--- src/rtl/pae_pkg.sv ---
`timescale 1ns / 1ps
// Shared types and constants for the pool allocator with oldest-entry eviction.
// Used by pae_ctrl, pae_datapath and the top level; depends on nothing.
package pae_pkg;

	localparam int HANDLE_W  = 9;
	localparam int S_TDATA_W = 16;
	localparam int S_TUSER_W = 1;
	localparam int M_TDATA_W = 24;
	localparam int M_TUSER_W = 2;

	localparam logic KIND_ALLOC = 1'b0;
	localparam logic KIND_FREE  = 1'b1;

	localparam logic STATUS_OK       = 1'b0;
	localparam logic STATUS_INACTIVE = 1'b1;

	// Commands from the sequencer to the datapath.
	typedef struct packed {
		logic load;       // take a new request beat, clear result fields
		logic load_evict; // target the oldest active entry and flag it as victim
		logic mark_err;   // report a free of an inactive or out-of-range slot
		logic rd_tgt;     // read link memories at the target
		logic rd_head;    // read link memories at the free-list head
		logic unlink;     // splice target out of the active list
		logic push;       // put target on the free list
		logic pop;        // take free-list head, make it newest
		logic link;       // back-link old newest to the granted entry
		logic emit;       // load the output register
	} cmd_t;

	// Status from the datapath to the sequencer.
	typedef struct packed {
		logic in_kind;
		logic in_slot_ok;
		logic head_none;
		logic oldest_none;
		logic active;
	} sts_t;

endpackage

--- src/rtl/pae_ctrl.sv ---
`timescale 1ns / 1ps
// Request sequencer of the pool allocator: steps each request through the
// link-memory reads and writes. Depends on pae_pkg; drives pae_datapath.
module pae_ctrl (
	input  logic          clk,
	input  logic          arst_n,
	input  logic          s_tvalid,
	output logic          s_tready,
	output logic          m_tvalid,
	input  logic          m_tready,
	input  pae_pkg::sts_t sts,
	output pae_pkg::cmd_t cmd
);

	localparam logic [3:0] ST_IDLE  = 4'd0;
	localparam logic [3:0] ST_FREAD = 4'd1;
	localparam logic [3:0] ST_FCHK  = 4'd2;
	localparam logic [3:0] ST_FUNL  = 4'd3;
	localparam logic [3:0] ST_FPUSH = 4'd4;
	localparam logic [3:0] ST_AREAD = 4'd5;
	localparam logic [3:0] ST_APOP  = 4'd6;
	localparam logic [3:0] ST_ALINK = 4'd7;
	localparam logic [3:0] ST_DONE  = 4'd8;

	logic [3:0] state_q, state_d;
	logic       kind_q;
	logic       out_valid_q;
	logic       accept;

	assign s_tready = (state_q == ST_IDLE);
	assign accept   = s_tvalid & s_tready;
	assign m_tvalid = out_valid_q;

	always_comb begin
		cmd     = '0;
		state_d = state_q;
		case (state_q)
			ST_IDLE: begin
				if (accept) begin
					cmd.load = 1'b1;
					if (sts.in_kind == pae_pkg::KIND_FREE) begin
						if (sts.in_slot_ok) begin
							state_d = ST_FREAD;
						end else begin
							cmd.mark_err = 1'b1;
							state_d      = ST_DONE;
						end
					end else if (!sts.head_none) begin
						state_d = ST_AREAD;
					end else if (!sts.oldest_none) begin
						cmd.load_evict = 1'b1;
						state_d        = ST_FREAD;
					end else begin
						state_d = ST_DONE;
					end
				end
			end
			ST_FREAD: begin
				cmd.rd_tgt = 1'b1;
				state_d    = ST_FCHK;
			end
			ST_FCHK: begin
				if (sts.active) begin
					state_d = ST_FUNL;
				end else begin
					cmd.mark_err = 1'b1;
					state_d      = ST_DONE;
				end
			end
			ST_FUNL: begin
				cmd.unlink = 1'b1;
				state_d    = ST_FPUSH;
			end
			ST_FPUSH: begin
				cmd.push = 1'b1;
				state_d  = (kind_q == pae_pkg::KIND_ALLOC) ? ST_AREAD : ST_DONE;
			end
			ST_AREAD: begin
				cmd.rd_head = 1'b1;
				state_d     = ST_APOP;
			end
			ST_APOP: begin
				cmd.pop = 1'b1;
				state_d = ST_ALINK;
			end
			ST_ALINK: begin
				cmd.link = 1'b1;
				state_d  = ST_DONE;
			end
			ST_DONE: begin
				// hold the result until the output register is free
				if (!out_valid_q || m_tready) begin
					cmd.emit = 1'b1;
					state_d  = ST_IDLE;
				end
			end
			default: state_d = ST_IDLE;
		endcase
	end

	always_ff @(posedge clk or negedge arst_n) begin
		if (!arst_n) begin
			state_q     <= ST_IDLE;
			kind_q      <= pae_pkg::KIND_ALLOC;
			out_valid_q <= 1'b0;
		end else begin
			state_q <= state_d;
			if (accept) kind_q <= sts.in_kind;
			if (cmd.emit) out_valid_q <= 1'b1;
			else if (m_tready) out_valid_q <= 1'b0;
		end
	end

endmodule

--- config.mk ---
export PLATFORM = sky130hd
export DESIGN_NAME = pae_ctrl
export DESIGN_NICKNAME = d
export VERILOG_FILES = /design/src/rtl/pae_pkg.sv /design/src/rtl/pae_ctrl.sv
export SDC_FILE = /design/constraint.sdc
export NUM_CORES = 1
export LEC_CHECK = 0
export ABC_AREA = 1
export BUFFER_PORTS_ARGS = -buffer_cell sky130_fd_sc_hd__buf_2
export CAP_MARGIN = 15
export CORE_AREA = 2 2 39 41
export DETAILED_ROUTE_END_ITERATION = 6
export DIE_AREA = 0 0 41 43
export GPL_ROUTABILITY_DRIVEN = 0
export GPL_TIMING_DRIVEN = 0
export PLACE_DENSITY = 0.64
export SETUP_SLACK_MARGIN = 0.5
export SLEW_MARGIN = 5
export SYNTH_ARGS = -nofsm -noshare
export SYNTH_HDL_FRONTEND = slang
export SYNTH_SLANG_ARGS = --single-unit
--- constraint.sdc ---
create_clock -name clk -period 1.4 [get_ports clk]
set_clock_uncertainty 0.15 [all_clocks]
set_input_delay 0.07 -clock clk [delete_from_list [all_inputs] [get_ports clk]]
set_output_delay 0.07 -clock clk [all_outputs]
set_load 0.02 [all_outputs]
**Yosys cells after proc, flatten, opt, wreduce, memory -nomap -nowiden**

Cells that the tools add are included.

- Bits in registers: 6
- Output and inout bits: 12
- Logic and storage cells: 47

- Eq/ne operators: 10
- Multiplexer cells: 28
- Bitwise gates (word level): 1
- Reduce and logical (&&, ||, !) cells: 5

Operator list:

| operator | count |
|---|---|
| 4-bit case mux with 9 select lines | 1 |
| 4-bit 2-to-1 mux | 8 |
| 4-bit by 3-bit equality test with 1-bit output, second input constant | 4 |
| 1-bit 2-to-1 mux | 16 |
| 4-bit by 2-bit equality test with 1-bit output, second input constant | 2 |
| 4-bit by 1-bit equality test with 1-bit output, second input constant | 1 |
| 4-bit equality test, second input constant | 1 |
| 4-bit logical NOT | 1 |
| 3-bit 2-to-1 mux | 1 |
| 2-bit 2-to-1 mux | 1 |
| 2-bit by 1-bit inequality test with 1-bit output, second input constant | 1 |
| 2-bit inequality test, second input constant | 1 |
| 1-bit case mux with 2 select lines | 1 |
| 2-bit AND reduction | 1 |
| 2-bit nonzero test | 1 |
| 1-bit AND | 1 |
| 1-bit logical NOT | 1 |
| 1-bit logical OR | 1 |

**Depth between registers and ports, before layout**

- Word-level depth: 5
- Gate-level depth with buffers: 8

**Worst setup path after synthesis**

No wires, ideal clock.

- Kind: reg2out
- Start: reg state_q[0]
- End: out cmd[7] (netlist name)
- Arrival time: 1305 ps
- Required time: 1180 ps
- Setup slack: -125 ps
- Cell stages (with the launch flop): 6
- Path buffers: 0
- Cells stage by stage: dfrtp_1 -> nor2_2 -> nand2_2 -> nor2_4 -> nand2_2 -> o22ai_1

RTL lines:

| item | line | text |
|---|---|---|
| start, declared | pae_ctrl.sv:25 | `logic [3:0] state_q, state_d;` |
| start signal, assigned | pae_ctrl.sv:107 | `state_q <= state_d;` |
| end, declared | pae_ctrl.sv:12 | `output pae_pkg::cmd_t cmd` |

==> impl_metrics.env <==
export IMPL_finalHoldViolCount=0
export IMPL_slew_headroom_pct=81.8
export IMPL_grt_pass1_wl_mm=2.22
export IMPL_antenna_found_initial=0
export IMPL_slowest_stage="sky130_fd_sc_hd__dfrtp_2"
export IMPL_max_cap_violation_count=0
export IMPL_dr_pass1_iters=5
export IMPL_cts_root_buf="sky130_fd_sc_hd__clkbuf_4"
export IMPL_syn_inst=72
export IMPL_tritoncts_num_sinks=6
export IMPL_insertedDiodeCount=0
export IMPL_period_minus_slack_ps=1570
export IMPL_via_count=633
export IMPL_crit_type="register to output port"
export IMPL_fin_ws_ps=-169
export IMPL_avgSynthCellArea_um2=6.38
export IMPL_status="finished with violations"
export IMPL_dp_hpwl_um=926
export IMPL_start_kind="register"
export IMPL_grt_pass1_vias=567
export IMPL_grtUsageTotal_pct=19.1
export IMPL_antenna_violating_nets_post_route=0
export IMPL_worst_slew_pin_transition_ps=273
export IMPL_place_ws_ps=-91.8
export IMPL_totalPowerFinal_w=0.00161
export IMPL_rsz_0062_raised_after_global_routing="yes"
export IMPL_initial_drc_count=7
export IMPL_syn_area_um2=459
export IMPL_placement_rows=14
export IMPL_hold_path_class="primary input to register"
export IMPL_achievable_frequency_mhz=637
export IMPL_synth_seq_cells=6
export IMPL_maximum_number_of_pins_on_one_net_before_global_route_repair=7
export IMPL_die_width_um=41
export IMPL_critical_path_top_delay_family="flip-flops"
export IMPL_core_region_area_mm2=0.00138
export IMPL_layout_cells_non_filler=127
export IMPL_numPortBuffers=20
export IMPL_die_height_um=43
export IMPL_wl_mm=1.54
export IMPL_most_common_layout_cells="14 x sky130_fd_sc_hd__nand2_1, 12 x sky130_fd_sc_hd__buf_6, 12 x sky130_fd_sc_hd__buf_4"
export IMPL_ys_seq_area_share_pct=32.7
export IMPL_synth_warn=0
export IMPL_grt_ovfl_total=0
export IMPL_layout_cells_sized_above_1_pct=67.6
export IMPL_failing_checks="negative setup slack"
export IMPL_power_density_mw_per_mm2=1750
export IMPL_num_io_pins=21
export IMPL_critical_path_endpoint_type="output port"
export IMPL_routed_wire_length_per_instance_um=12.1
export IMPL_design_die_area_mm2=0.00176
export IMPL_routed_via_density=4.98
export IMPL_syn_num_nets=81
export IMPL_detail_route_drc_violations=0
export IMPL_path_buf_inv=1
export IMPL_clock_tree_htree_level_count=1
export IMPL_report_final_slew_viol_count=0
export IMPL_clock_slew_at_the_register_clock_pins_of_the_worst_setup_and_hold_paths_ps=50
export IMPL_floorplan_initialDensity_pct=33.2
export IMPL_timing_hold_ws_ps=22.0
export IMPL_setup_viol=13
export IMPL_timing_critical_path_slowest_cell_delay_ps=460
export IMPL_crit_required_ps=1180
export IMPL_cellLeakagePower_nw=0.490
export IMPL_count_of_nets_after_finishing=121
export IMPL_synthDistinctLibCells=18
export IMPL_vdd_drop_max_uv=857
export IMPL_clock_tree_buffer_depth=2
export IMPL_cts_tree="yes"
export IMPL_place_detailed_instances=108
export IMPL_cp_arrival_ps=1350
export IMPL_syn2layout_area_growth_pct=101
export IMPL_timing_critical_path_fanout_max=5
export IMPL_clock_network_latency_to_the_later_pin_of_the_worst_skew_pair_ps=240
export IMPL_cts_inserted_buffers=3
export IMPL_layout_commonest_cell="sky130_fd_sc_hd__nand2_1"
export IMPL_final_cycle_utilization_of_the_critical_path_pct=112
export IMPL_path_cells="nor2_4, nand2_2, nor2_4, nand2_2, o22ai_4, buf_6"
==> stage by stage <==
step,utilization (%),setup TNS (ps),cell area (um^2)
after floorplan,-,0,512
after global placement,45.7,-141,632
after detailed placement,45.7,-172,632
after CTS,62.2,-969,861
after global routing,66.6,-2130,922
final,66.6,-1320,922
==> where the power goes <==
part / internal (W) / switching, W
Combinational: 0.000507 / 0.000604
Sequential: 0.000240 / 0.0000890
Clock: 0.000108 / 0.0000614
==> synth_stat cells (all sizes together) <==
master	instances	area share (%)
nand2	20	18
inv	16	13
nor2	13	16
nand3	7	7.6
dfrtp	6	33
and3	2	3.0
nor3	2	2.2
o21ai	2	2.2
a31oi	1	1.4
nand4	1	1.4
o21a	1	1.6
o22ai	1	1.4
==> per-layer routing <==
layer / wire length [um] / GRT usage (%) / vias up
met5: 0 / 0 / -
met4: 37 / 15.3 / 0
met3: 75 / 3.66 / 6
met2: 863 / 32.5 / 31
met1: 562 / 18.2 / 293
li1: - / - / 303
==> worst register-to-register path: stages (launching register included) <==
cell	delay, ps
sky130_fd_sc_hd__dfrtp_2	460
sky130_fd_sc_hd__buf_4	160
sky130_fd_sc_hd__buf_4	140
sky130_fd_sc_hd__nand3_2	100
sky130_fd_sc_hd__inv_2	60
sky130_fd_sc_hd__nor3_2	170
sky130_fd_sc_hd__nand2_1	100
==> registers in the layout, indices dropped and copies added (netlist names) <==
name,cells
state_q,4
kind_q,1
m_tvalid,1
==> worst paths after layout <==
path	startpoint	to	slack [ps]	depth (start not counted)
worst min-delay path	m_tready	state_q[3]$_DFFE_PN0P_	20	4
min in group asynchronous	arst_n	kind_q$_DFFE_PN0N_	40	2
worst min register to register	m_tvalid$_DFFE_PN0P_	m_tvalid$_DFFE_PN0P_	440	2
worst max-delay path	state_q[0]$_DFFE_PN0P_	cmd[7]	-170	6
worst max register to register	state_q[0]$_DFFE_PN0P_	state_q[1]$_DFFE_PN0P_	-80	6
max in group asynchronous	arst_n	state_q[1]$_DFFE_PN0P_	910	2
==> cell families after synthesis <==
family          Yosys count  share of synthesized area (%)
flops                     6                           32.7
buf+inv                  16                           13.1
compound gates            5                           6.54
simple gates             45                           47.7
==> what timing repair did <==
item | 4_1_cts | 5_1_grt
setup endpoints to repair | 18 | 18
setup buffers | 11 | 2
hold buffers | 2 | 0
pin swaps | 10 | 7
cloned | 0 | 0
gates resized for setup | 31 | 14
hold endpoints to repair | 7 | 0
==> layout make-up <==
type,count,area (um^2)
flip-flops and latches,6,155
fillers,116,462
repair buffers,35,290
multi-input cells,50,363
inverters,16,67.6
clock buffers,4,26.3
well taps,16,20.0
(Power assumes the default switching activity.)
